## config.mk

```make
export PLATFORM = sky130hd
export DESIGN_NAME = tsg_stack_cell
export DESIGN_NICKNAME = d
export VERILOG_FILES = /design/src/design/tsg_pkg.sv /design/src/design/tsg_stack_cell.sv
export SDC_FILE = /design/constraint.sdc
export NUM_CORES = 1
export LEC_CHECK = 0
export ABC_AREA = 1
export BUFFER_PORTS_ARGS = -buffer_cell sky130_fd_sc_hd__buf_2
export CAP_MARGIN = 20
export CORE_AREA = 2 2 117 119
export DETAILED_ROUTE_END_ITERATION = 8
export DIE_AREA = 0 0 119 121
export GPL_TIMING_DRIVEN = 0
export PLACE_DENSITY = 0.75
export SETUP_SLACK_MARGIN = 0.1
export SLEW_MARGIN = 0
export SYNTH_ARGS = -nofsm -noshare
export SYNTH_HDL_FRONTEND = slang
export SYNTH_SLANG_ARGS = --single-unit
```

## constraint.sdc

```tcl
create_clock -name clock -period 1.9 [get_ports clock]
set_input_delay 0.095 -clock clock [delete_from_list [all_inputs] [get_ports clock]]
set_output_delay 0.095 -clock clock [all_outputs]
set_load 0.02 [all_outputs]
```

## src/design/tsg_pkg.sv

```systemverilog
// ---------------------------------------------------------------------------
// Turtle segment generator package
// Shared types, symbol codes, status codes and sizes for the turtle core.
// ---------------------------------------------------------------------------
package tsg_pkg;

   // Stack size and the width of the saved-entry count
   localparam int STACK_DEPTH = 16;
   localparam int LEVEL_W     = $clog2(STACK_DEPTH + 1);

   // Fixed widths of the datapath
   localparam int POS_W  = 32;
   localparam int HEAD_W = 18;
   localparam int TRIG_W = 18;

   // Command symbols
   localparam logic [7:0] SYM_LEFT  = 8'h2B;
   localparam logic [7:0] SYM_RIGHT = 8'h2D;
   localparam logic [7:0] SYM_PUSH  = 8'h5B;
   localparam logic [7:0] SYM_POP   = 8'h5D;

   // Result status codes
   localparam logic [1:0] STATUS_SEGMENT   = 2'd0;
   localparam logic [1:0] STATUS_OVERFLOW  = 2'd1;
   localparam logic [1:0] STATUS_UNDERFLOW = 2'd2;

   // Register indexes
   localparam logic CSR_COS = 1'b0;
   localparam logic CSR_SIN = 1'b1;

   // Register reset values and the unit heading
   localparam logic signed [TRIG_W-1:0] COS_RESET = 18'sd56756;
   localparam logic signed [TRIG_W-1:0] SIN_RESET = 18'sd32768;
   localparam logic signed [HEAD_W-1:0] UNIT      = 18'sd65536;

   // One saved turtle state
   typedef struct packed {
      logic signed [POS_W-1:0]  pos_x;
      logic signed [POS_W-1:0]  pos_y;
      logic signed [HEAD_W-1:0] head_x;
      logic signed [HEAD_W-1:0] head_y;
   } entry_type;

   // Stack shift control shared by all cells
   typedef struct packed {
      logic push;
      logic pop;
   } shift_type;

endpackage

```

## src/design/tsg_stack_cell.sv

```systemverilog
// ---------------------------------------------------------------------------
// Turtle stack cell
// One entry of the shifting state stack; takes the entry above on a push
// and the entry below on a pop.
// ---------------------------------------------------------------------------
module tsg_stack_cell (
   input  logic               clock,
   input  tsg_pkg::shift_type shift,
   input  tsg_pkg::entry_type from_above,
   input  tsg_pkg::entry_type from_below,
   output tsg_pkg::entry_type entry
);

   tsg_pkg::entry_type entry_ff;
   tsg_pkg::entry_type entry_in;

   // Select the neighbor to load
   always_comb begin
      entry_in = entry_ff;
      if (shift.push) begin
         entry_in = from_above;
      end else if (shift.pop) begin
         entry_in = from_below;
      end
   end

   always_ff @(posedge clock) begin
      entry_ff <= entry_in;
   end

   assign entry = entry_ff;

endmodule

```

* Yosys cells after proc, flatten, opt, wreduce, memory -nomap -nowiden
Cells that the tools add are included.
** Cells by class
- Shifts and indexed selects :: 0
- Reductions and logical operators :: 1
- Div/mod/pow operators :: 0
- Magnitude comparators :: 0
- Eq/ne operators :: 0
- Bitwise gates (word level) :: 0
- Add/subtract/negate cells :: 0
- Multipliers :: 0
- Mux-type cells :: 2
** Operators with widths (number)
- 2-to-1 mux 100 bit :: 2
- nonzero test 2 bit :: 1
** Storage, ports and cells
- Bits in registers :: 100
- RAM bits :: 0
- Latch bits :: 0
- Memories :: 0
- Input bits :: 203
- ROM bits :: 0
- Output and inout port bits :: 100

* Depth between registers and ports, before layout
- Depth in word-level cells :: 2
- Gate-level depth with buffers :: 4
- Mapped depth without buffers :: 3

* Worst setup path before layout
Ideal clock, no wire load.
- Kind :: in2reg
- Start point :: in shift[1] (netlist bit)
- End point :: reg entry_ff, in the netlist entry[0] (enable)
- Setup slack :: -0.055 ns
- Path buffers :: 1
- Arrival time :: 1.539 ns
- Library setup time :: 0.416 ns
- Stages on the path :: 2
- Data required time :: 1.484 ns
- Cell sequence :: buf_2 or2_2
** Between the ends
- Word-level cells in the longest chain between the ends :: 1
** RTL lines
- start: declaration :: RTL line tsg_stack_cell.sv:8 : input tsg_pkg::shift_type shift,
- nonzero test 2 bit (no source line)
- end signal: assignment :: RTL line tsg_stack_cell.sv:28 : entry_ff <= entry_in;
- end: declaration :: RTL line tsg_stack_cell.sv:14 : tsg_pkg::entry_type entry_ff;
Every way passes these cells.
A chain may end at the register's enable or synchronous reset.

* Worst setup path after layout
- Start point :: in shift[1] (netlist bit)
- End point :: reg entry_ff, in the netlist entry[45] (enable)
The elaborated chain is that of the path after synthesis.

==> impl_metrics.yaml <==
run_status:
  run_status: "complete, no violations"
sta:
  final_critical_path_setup_slack_ps: 444
  rsz0062_at_grt: "no"
  maxSlewHeadroom_pct: 57.5
  finalCritPeriodShare_pct: 76.6
  final-hold-violation-count: 0
  fmax_ghz: 0.687
  final-max-slew-violation-count: 0
  tightest_slew_ps: 638
  timing.final.crit_period_ps: 1460
  whs_ps: 12.1
  setup_viol: 0
cells_and_area:
  ff_latch_area_sq_mm: 0.00300
  layoutNonFillerInstCount: 928
  final_design_utilization_pct: 49.4
  multi_input_logic_area_sq_mm: 0.00113
  area.growth.synth_to_final_pct: 51.7
  nFillCells: 1254
  largest_register_ffs: 100
  share_of_cells_above_drive_strength_1_pct: 44.7
  final_net_count: 950
yosys:
  synthXorXnorAreaFrac_pct: 0
  fraction_of_the_mapped_netlist_area_in_simple_logic_gates_pct: 26.6
  synth.avg_cell_area_sq_um: 10.1
  yosys.area_share.adder_pct: 0
  synth_top_family_by_area: "simple AND/OR/NAND/NOR gates"
  syn_area_sq_mm: 0.00426
  synth_mux_area_share_pct: 0
  yosysWarningCount: 0
  synth_compound_area_share_pct: 0
  synth-seq-area-share_pct: 70.5
  synthDistinctLibCells: 7
  synthesis_stage_register_bit_count: 100
  synthCells: 423
  syn_nets: 626
die:
  die_area_sq_mm: 0.0144
  chipWidth_um: 119
  ioPinCount: 303
  die_boundary_height_um: 121
  fp.coreArea_sq_mm: 0.0131
  floorplan.initialDensity_pct: 32.6
  core.rowCount: 42
global_routing:
  largest_net_degree_at_the_start_of_global_routing: 62
  grt_pass1_wl_um: 19800
  grt_util_all_layers_pct: 18.2
  antenna_found_initial: 1
  number_of_global_route_vias_before_repair: 3911
  gr-total-overflow: 0
drt:
  route.vias.total: 3986
  drt.antenna.violating_nets: 0
  drc_violation_total_after_the_first_tritonroute_iteration: 192
  top_layer: "met4"
  routed_wl_um: 13200
  detail_route.first_pass.iterations: 6
  drc: 0
  met1Wirelength_um: 5010
  met3WireLength_um: 966
  route.detailed.vias_per_inst: 4.30
  routed_wire_length_per_instance_um: 14.3
  dr_wl_met2_um: 7000
worst_setup_path:
  cp.required_ps: 1910
  worstSetupPathType: "in2reg"
  cp-end-kind: "flip-flop"
  critPathMaxFanout: 61
  worst-endpoint-arrival_ps: 1470
  cp-start-kind: "input pin"
pwr:
  relative_contribution_of_sequential_cells_to_total_power_pct: 46.3
  peakVddDrop_mv: 0.434
  power.switching_uw: 1570
  totalPowerFinal_uw: 5970
  pwrdens_mw_per_mm2: 924
  p_sw_share_pct: 26.2
  power_report.internal_total_uw: 4410
  pwr-share-clk_pct: 35.2
  p_leak_uw: 0.00341
  power_frac_comb_pct: 18.5
flow_run:
  cap_violations: 0
hold_path:
  worst_hold_path_type: "in2reg"
cts:
  post_cts.repair.setup_buffers: 0
  clk_pin_slew_ps: 80
  cts-root-buf: "clkbuf_16"
  clock_buffer_count_from_cts: 9
  clk_path_buf_depth: 2
  htree_num_levels: 3
  cts-resized-gates: 0
  tritoncts_clock_tree: "done"
  cts.sinks: 100
  ctsHoldBuffers: 10
place:
  dpl.hpwl_um: 10100
  routabilityCongestion: 0.785
  number_of_buffers_added_on_ports: 302
  placed_cells: 902
  pre_cts_ws_ps: 18.2
==> final timing paths <==
path | from | endpoint | slack, ps | cells past startpoint
worst min-delay path | from_below[98] | entry[98]$_DFFE_PP_ | 10 | 3
worst max-delay path | shift[1] | entry[45]$_DFFE_PP_ | 440 | 4
==> stage by stage <==
stage / cell area (sq um) / setup TNS (ps)
floorplan: 4260 / 0
global placement: 5990 / -20590
detailed placement: 6020 / 0
CTS: 6460 / 0
global route: 6460 / 0
finish: 6460 / 0
==> critical path, stage by stage <==
cell and delay [ps]:
buf_2 100, buf_2 300, or2_4 580, buf_16 360
==> cell type report <==
type                    instances  area share (%)
repair buffers                313            25.4
clock inverters                 6            1.74
flip-flops and latches        100            46.5
well taps                     176            3.41
clock buffers                   9            3.48
multi-input cells             301            17.6
plain buffers                  21            1.88
inverters                       1          0.0581
diodes                          1          0.0387
==> kinds of logic (layout without fill, tap and decap cells) <==
logic type	Yosys count	in the layout
other cells	0	1
flops	100	100
buf+inv	22	350
simple gates	301	301
==> routing by layer <==
metal / up-vias / track usage (%)
met4: 0 / 7.66
met2: 185 / 33.0
met1: 1776 / 20.2
li1: 2007 / -
met3: 18 / 4.46
met5: - / 0
==> cells in the mapped netlist (all sizes together) <==
| cell | n | share of area [%] |
|---|---|---|
| nand2 | 300 | 26 |
| edfxtp | 100 | 70 |
| buf | 16 | 2.4 |
| clkbuf | 5 | 0.44 |
| inv | 1 | 0.088 |
| or2 | 1 | 0.15 |
==> power groups by stage <==
stage	clock, uW	combinational (uW)	sequential [uW]
after floorplan	0	235	3150
after global placement	0	1080	2800
after detailed placement	0	1100	2810
after CTS	2150	1120	2770
after global routing	2210	1200	2780
final	2100	1100	2760
==> placed cells by master (no fill, tap or decap) <==
master / netlist / layout
buf_16: 0 / 1
buf_2: 7 / 309
buf_4: 9 / 9
bufinv_16: 0 / 3
clkbuf_1: 5 / 5
clkbuf_16: 0 / 9
clkinv_2: 0 / 1
clkinv_4: 0 / 1
diode_2: 0 / 1
dlygate4sd3_1: 0 / 10
edfxtp_1: 100 / 100
inv_2: 1 / 1
inv_6: 0 / 1
nand2_1: 300 / 300
or2_4: 0 / 1
No activity file was read; power rests on OpenSTA's default activity.
