<file path="config.mk">
export PLATFORM = sky130hd
export DESIGN_NAME = tsg_heading_rotator
export DESIGN_NICKNAME = d
export VERILOG_FILES = /design/src/design/tsg_pkg.sv /design/src/design/tsg_heading_rotator.sv
export SDC_FILE = /design/constraint.sdc
export NUM_CORES = 2
export LEC_CHECK = 0
export BUFFER_PORTS_ARGS = -buffer_cell sky130_fd_sc_hd__buf_4
export CAP_MARGIN = 20
export CORE_MARGIN = 2
export CORE_UTILIZATION = 59
export DETAILED_ROUTE_END_ITERATION = 16
export PLACE_DENSITY = 0.81
export SLEW_MARGIN = 20
export SYNTH_ARGS = -nofsm -noshare
export SYNTH_HDL_FRONTEND = slang
export SYNTH_SLANG_ARGS = --single-unit
</file>
<file path="constraint.sdc">
create_clock -name vclk -period 34.8
set_input_delay 5.22 -clock vclk [all_inputs]
set_output_delay 5.22 -clock vclk [all_outputs]
set_load 0.005 [all_outputs]
</file>
<file path="src/design/tsg_pkg.sv">
// ---------------------------------------------------------------------------
// Turtle segment generator package
// Shared types, symbol codes, status codes and sizes for the turtle core.
// ---------------------------------------------------------------------------
package tsg_pkg;

   // Stack size and the width of the saved-entry count
   localparam int STACK_DEPTH = 16;
   localparam int LEVEL_W     = $clog2(STACK_DEPTH + 1);

   // Fixed widths of the datapath
   localparam int POS_W  = 32;
   localparam int HEAD_W = 18;
   localparam int TRIG_W = 18;

   // Command symbols
   localparam logic [7:0] SYM_LEFT  = 8'h2B;
   localparam logic [7:0] SYM_RIGHT = 8'h2D;
   localparam logic [7:0] SYM_PUSH  = 8'h5B;
   localparam logic [7:0] SYM_POP   = 8'h5D;

   // Result status codes
   localparam logic [1:0] STATUS_SEGMENT   = 2'd0;
   localparam logic [1:0] STATUS_OVERFLOW  = 2'd1;
   localparam logic [1:0] STATUS_UNDERFLOW = 2'd2;

   // Register indexes
   localparam logic CSR_COS = 1'b0;
   localparam logic CSR_SIN = 1'b1;

   // Register reset values and the unit heading
   localparam logic signed [TRIG_W-1:0] COS_RESET = 18'sd56756;
   localparam logic signed [TRIG_W-1:0] SIN_RESET = 18'sd32768;
   localparam logic signed [HEAD_W-1:0] UNIT      = 18'sd65536;

   // One saved turtle state
   typedef struct packed {
      logic signed [POS_W-1:0]  pos_x;
      logic signed [POS_W-1:0]  pos_y;
      logic signed [HEAD_W-1:0] head_x;
      logic signed [HEAD_W-1:0] head_y;
   } entry_type;

   // Stack shift control shared by all cells
   typedef struct packed {
      logic push;
      logic pop;
   } shift_type;

endpackage

</file>
<file path="src/design/tsg_heading_rotator.sv">
// ---------------------------------------------------------------------------
// Turtle heading rotator
// Rotates the heading by the turn angle, shifts by 16 and clamps to unit.
// ---------------------------------------------------------------------------
module tsg_heading_rotator (
   input  logic signed [tsg_pkg::HEAD_W-1:0] head_x,
   input  logic signed [tsg_pkg::HEAD_W-1:0] head_y,
   input  logic signed [tsg_pkg::TRIG_W-1:0] cos_turn,
   input  logic signed [tsg_pkg::TRIG_W-1:0] sin_turn,
   input  logic                              turn_left,
   output logic signed [tsg_pkg::HEAD_W-1:0] rot_x,
   output logic signed [tsg_pkg::HEAD_W-1:0] rot_y
);

   localparam int PROD_W = tsg_pkg::HEAD_W + tsg_pkg::TRIG_W;
   localparam int SUM_W  = PROD_W + 1;
   localparam int SHR_W  = SUM_W - 16;

   logic signed [PROD_W-1:0] xc, xs, yc, ys;
   logic signed [SUM_W-1:0]  sum_x, sum_y;

   // Clamp the shifted sum to [-unit, unit]
   function automatic logic signed [tsg_pkg::HEAD_W-1:0] clamp_unit(
      input logic signed [SUM_W-1:0] v
   );
      logic signed [SHR_W-1:0] shr;
      shr = v[SUM_W-1:16];
      if (shr > SHR_W'(tsg_pkg::UNIT)) begin
         return tsg_pkg::UNIT;
      end else if (shr < -SHR_W'(tsg_pkg::UNIT)) begin
         return -tsg_pkg::UNIT;
      end
      return shr[tsg_pkg::HEAD_W-1:0];
   endfunction

   // Four products
   assign xc = PROD_W'(head_x) * PROD_W'(cos_turn);
   assign xs = PROD_W'(head_x) * PROD_W'(sin_turn);
   assign yc = PROD_W'(head_y) * PROD_W'(cos_turn);
   assign ys = PROD_W'(head_y) * PROD_W'(sin_turn);

   // Counter-clockwise or clockwise combination
   always_comb begin
      if (turn_left) begin
         sum_x = SUM_W'(xc) - SUM_W'(ys);
         sum_y = SUM_W'(xs) + SUM_W'(yc);
      end else begin
         sum_x = SUM_W'(xc) + SUM_W'(ys);
         sum_y = SUM_W'(yc) - SUM_W'(xs);
      end
   end

   assign rot_x = clamp_unit(sum_x);
   assign rot_y = clamp_unit(sum_y);

endmodule

</file>
### Word level (Yosys, flattened, before mapping)

Index checks and enable logic that the tools add are counted.

* reduce and logical (&&, ||, !) cells: 0
* equal/unequal tests: 0
* bitwise gates (word level): 0
* multiplexer cells: 12
* div/mod/pow operators: 0
* multipliers: 4
* magnitude comparators: 4
* shift-type cells: 0
* add/sub/neg operators: 4

Operators with widths (number)
* multiplier 18 x 18 -> 36 bit: 4
* 2-to-1 mux 18 bit: 6
* adder 36 x 36 -> 37 bit: 2
* 2-to-1 mux 37 bit: 2
* subtractor 36 x 36 -> 37 bit: 2
* > comparator 21 x 18 -> 1 bit (second input constant): 2
* < comparator 21 x 17 -> 1 bit (second input constant): 2
* 2-to-1 mux 1 bit: 4

* bits in latches: 0
* output and inout port bits: 36
* ROM bits: 0
* register bits: 0
* memories: 0
* bits of input ports: 73
* RAM bits: 0
* word-level logic and storage cells: 24

### Longest topological paths before layout

* depth after elaboration: 7
* mapped depth: 42
* depth with buffers taken out: 39

### Worst setup path after synthesis

OpenSTA, ideal clock, no wires.

* path type: input to output
* start point: in head_y[17] (netlist name)
* end point: out rot_x[12] (netlist name)
* cell stages on the path: 37
* data required time: 29.580 ns
* data arrival time: 14.158 ns
* path slack: 15.422 ns
* path buffers: 4
* path through: clkbuf_1 clkbuf_1 and2_1 fa_1 fa_1 inv_1 fa_1 fa_1 inv_1 fa_1 inv_1 fa_1 inv_1 ha_1 clkbuf_1 and2_1 a22o_1 o21ai_1 a31oi_1 or3_1 and2_1 nor2_1 a41oi_1 xor2_1 ha_1 a21o_1 a21o_1 a211oi_1 o211ai_1 a211oi_1 or4b_1 nand3_1 o31ai_1 xnor3_1 nand3b_1 buf_2 a21oi_1

* word-level cells in the longest chain between the ends: 7
* elaborated cells between the ends (all ways): 10
* classes of those cells: add/sub: 2; mul: 1; order compare: 2; mux: 5

Ends and longest elaborated chain
* from (decl): line tsg_heading_rotator.sv:7 `input logic signed [tsg_pkg::HEAD_W-1:0] head_y,`
* multiplier 18 x 18 -> 36 bit (*): line tsg_heading_rotator.sv:40 `assign ys = PROD_W'(head_y) * PROD_W'(sin_turn);`
* adder 36 x 36 -> 37 bit / subtractor 36 x 36 -> 37 bit (equally long branches): line tsg_heading_rotator.sv:48, tsg_heading_rotator.sv:45
* 2-to-1 mux 37 bit (*): line tsg_heading_rotator.sv:44 `if (turn_left) begin`
* < comparator 21 x 17 -> 1 bit: line tsg_heading_rotator.sv:30 `end else if (shr < -SHR_W'(tsg_pkg::UNIT)) begin`
* 2-to-1 mux 1 bit: line tsg_heading_rotator.sv:30
* 2-to-1 mux 1 bit: line tsg_heading_rotator.sv:28 `if (shr > SHR_W'(tsg_pkg::UNIT)) begin`
* 2-to-1 mux 18 bit (*): line tsg_heading_rotator.sv:33 `return shr[tsg_pkg::HEAD_W-1:0];`
* to (decl): line tsg_heading_rotator.sv:11 `output logic signed [tsg_pkg::HEAD_W-1:0] rot_x,`

Every way passes the cells marked *; elsewhere a longest branch is shown, timed or not.

### Worst setup path after layout

* start point: in head_x[11] (netlist name)
* end point: out rot_x[13] (netlist name)

* word-level cells in the longest chain between the ends: 7
* elaborated cells between the ends (all ways): 10
* classes of those cells: add/sub: 2; mul: 1; order compare: 2; mux: 5

Ends and longest elaborated chain
* from (decl): line tsg_heading_rotator.sv:6 `input logic signed [tsg_pkg::HEAD_W-1:0] head_x,`
* multiplier 18 x 18 -> 36 bit (*): line tsg_heading_rotator.sv:37 `assign xc = PROD_W'(head_x) * PROD_W'(cos_turn);`
* adder 36 x 36 -> 37 bit / subtractor 36 x 36 -> 37 bit (equally long branches): line tsg_heading_rotator.sv:48, tsg_heading_rotator.sv:45
* 2-to-1 mux 37 bit (*): line tsg_heading_rotator.sv:44
* < comparator 21 x 17 -> 1 bit: line tsg_heading_rotator.sv:30
* 2-to-1 mux 1 bit: line tsg_heading_rotator.sv:30
* 2-to-1 mux 1 bit: line tsg_heading_rotator.sv:28
* 2-to-1 mux 18 bit (*): line tsg_heading_rotator.sv:33

Marked as above.

==> summary.txt <==
Critical path
  – Most used cell, CP: fa_1
  – Arr. time, crit path: 15360 ps
  – CP Class: input port to output pin
  – Worst Path Max Fanout: 36
  – CP max stage cell: a2111oi_0
  – Setup crit start kind: input port
  – CP Capture Type: output pin
  – Crit path required time: 29580 ps
  – Max incr delay on CP: 540 ps

Routing
  – DR WL/cell: 19.00 µm
  – Vias: 41350
  – Pre-Repair DR Iteration Count: 6
  – DRT antenna net count: 0
  – Number of remaining DRC errors: 0
  – DR vias/cell: 5.821
  – DRT Wirelength: 135000 µm
  – First-iteration detailed-routing DRC count: 3221

Worst hold path
  – HP Class: input port to output pin
  – Worst Hold End: rot_x[14]
  – WHS Path Cells: 7
  – Min-delay src: turn_left

Yosys
  – Synth cell types: 82
  – Syn Area/Cell: 8.741 µm²
  – Sequential fraction of the synthesis area: 0
  – Commonest cells post-synth: inv_1 (1406), fa_1 (1316), nand2_1 (768)
  – Area contributors post-synth: fa_1 (49%), ha_1 (10%), inv_1 (9.9%)
  – Most frequent cell after synthesis: inv_1
  – Synth area leader: fa_1
  – Synth top area share: 0.4919
  – Post-synthesis instance area: 53560 µm²
  – Synth Instances: 6127
  – Syn. warnings: 0
  – Syn_nets: 7961

Cells and area
  – Seq_cells: 0
  – Final-layout fill cell count: 7544
  – Layout cells sized above 1: 0.02244
  – Final #Nets: 7764
  – Register area: 0 µm²
  – Synth-to-layout area growth: 2.103%
  – Diode count: 0
  – # clk buffers: 0

Die
  – CORE AREA: 90010 µm²
  – Num rows: 110
  – Die Y: 305.3 µm
  – Initial Util: 0.5950
  – IO Count: 109
  – Die W: 305.3 µm
  – Die footprint: 93200 µm²

Timing
  – Count of final hold-check violations: 0
  – Max-slew headroom: 0.2568
  – Fmax: 48.58 MHz
  – Pins Over Slew Limit: 0
  – RSZ-0062 raised after global routing: no
  – Tcrit/Tclk final: 0.5915
  – Post-route minimum period: 20580 ps
  – Setup TNS: 0 ps
  – Endpoints failing setup: 0
  – Least-Margin Pin Slew: 1087 ps

Global routing
  – Vias in the first global route: 45140
  – Global-route wire length before repair: 226200 µm
  – Largest net degree at the start of global routing: 40
  – Global route total overflow: 0
  – Initial antenna violation count: 2
  – Gr usage total: 0.3015

CTS
  – Gates resized, CTS repair: 0
  – Hold Buf Count CTS: 0
  – Post-CTS Setup Inserts: 0

Flow run
  – Max_cap viols: 0

Outcome
  – Outcome: completed

Place
  – IO buf count: 109
  – Detailed placement HPWL: 109200 µm
  – RD Place Congestion: 0.9382
[how the worst max path moves through the flow]
stage | to | from
2_1_floorplan | rot_x[12] | head_y[17]
3_3_place_gp | rot_x[13] | head_x[11]
3_5_place_dp | rot_y[0] | head_x[12]
4_1_cts | rot_y[0] | head_x[12]
5_1_grt | rot_x[11] | sin_turn[3]
6_report | rot_x[13] | head_x[11]
[metrics by stage]
stage | util | hold slack (ps) | cells | cell area [µm²] | setup slack [ps]
after global placement | 0.6075 | 11640 | 7104 | 54680 | 14530
after detailed placement | 0.6075 | 11640 | 7104 | 54680 | 14340
after CTS | 0.6075 | 11650 | 7104 | 54680 | 14320
final | 0.6075 | 11650 | 7104 | 54680 | 14220
after floorplan | - | 11100 | 6127 | 53560 | 15420
after global routing | 0.6075 | 11720 | 7104 | 54680 | 13300
[worst max-delay path, delay by kind of cell]
kind                     cells  cell delay [ps]
AO/OA/AOI/OAI               13             3670
adder cells (fa/ha/maj)      8             3740
AND/OR/NAND/NOR              6             1150
buffers and inverters        7              830
XOR/XNOR                     2              730
[cell families after synthesis]
group	share of synthesized area
xor gates and xnor gates	0.04208
buffers and inverters	0.1207
AOI/OAI and AO/OA	0.07156
and+or+nand+nor	0.1672
adders and majority gates	0.5959
muxes	0.002616
[area by class of cell]
type	instances	area [µm²]	share of cell area
tap	1176	1471	0.02691
multi-input combinational	4410	47090	0.8612
timing repair buffer	112	840.8	0.01538
inverter	1406	5278	0.09651
[per-layer routing]
layer	track usage	up-vias	routed length, µm
met2	0.5093	1956	65210
met1	0.3800	21010	50290
met3	0.04964	445	11800
li1	-	17940	-
met5	0	-	20
met4	0.1418	4	7642
[cells in the final DEF, fill, tap and decap left out, types with 6 or more instances in the layout]
master / Yosys / layout
inv_1: 1406 / 1406
a2111o_1: 6 / 6
a21oi_1: 178 / 178
nor2_1: 153 / 153
a31oi_1: 33 / 33
xnor2_1: 165 / 165
or3_1: 18 / 18
o2111ai_1: 8 / 8
and3_1: 30 / 30
mux2i_1: 8 / 8
a41oi_1: 9 / 9
xor2_1: 82 / 82
a211o_1: 7 / 7
or4_1: 6 / 6
o21ai_0: 98 / 98
nor4_1: 7 / 7
fa_1: 1316 / 1316
a21o_1: 65 / 65
nand3b_1: 8 / 8
nand2_1: 768 / 768
nand4_1: 21 / 21
nor2b_1: 18 / 18
nand2b_1: 64 / 64
o31ai_1: 9 / 9
a211oi_1: 22 / 22
o211ai_1: 21 / 21
nor3_1: 47 / 47
a311oi_1: 7 / 7
nand3_1: 52 / 52
o21bai_1: 17 / 17
ha_1: 445 / 445
o211a_1: 7 / 7
a221o_1: 7 / 7
and2_1: 579 / 579
buf_4: 0 / 112
o21a_1: 19 / 19
and4_1: 8 / 8
Power is not shown: default switching activity piles up to over one toggle a cycle in this logic, so the estimate is an artifact.
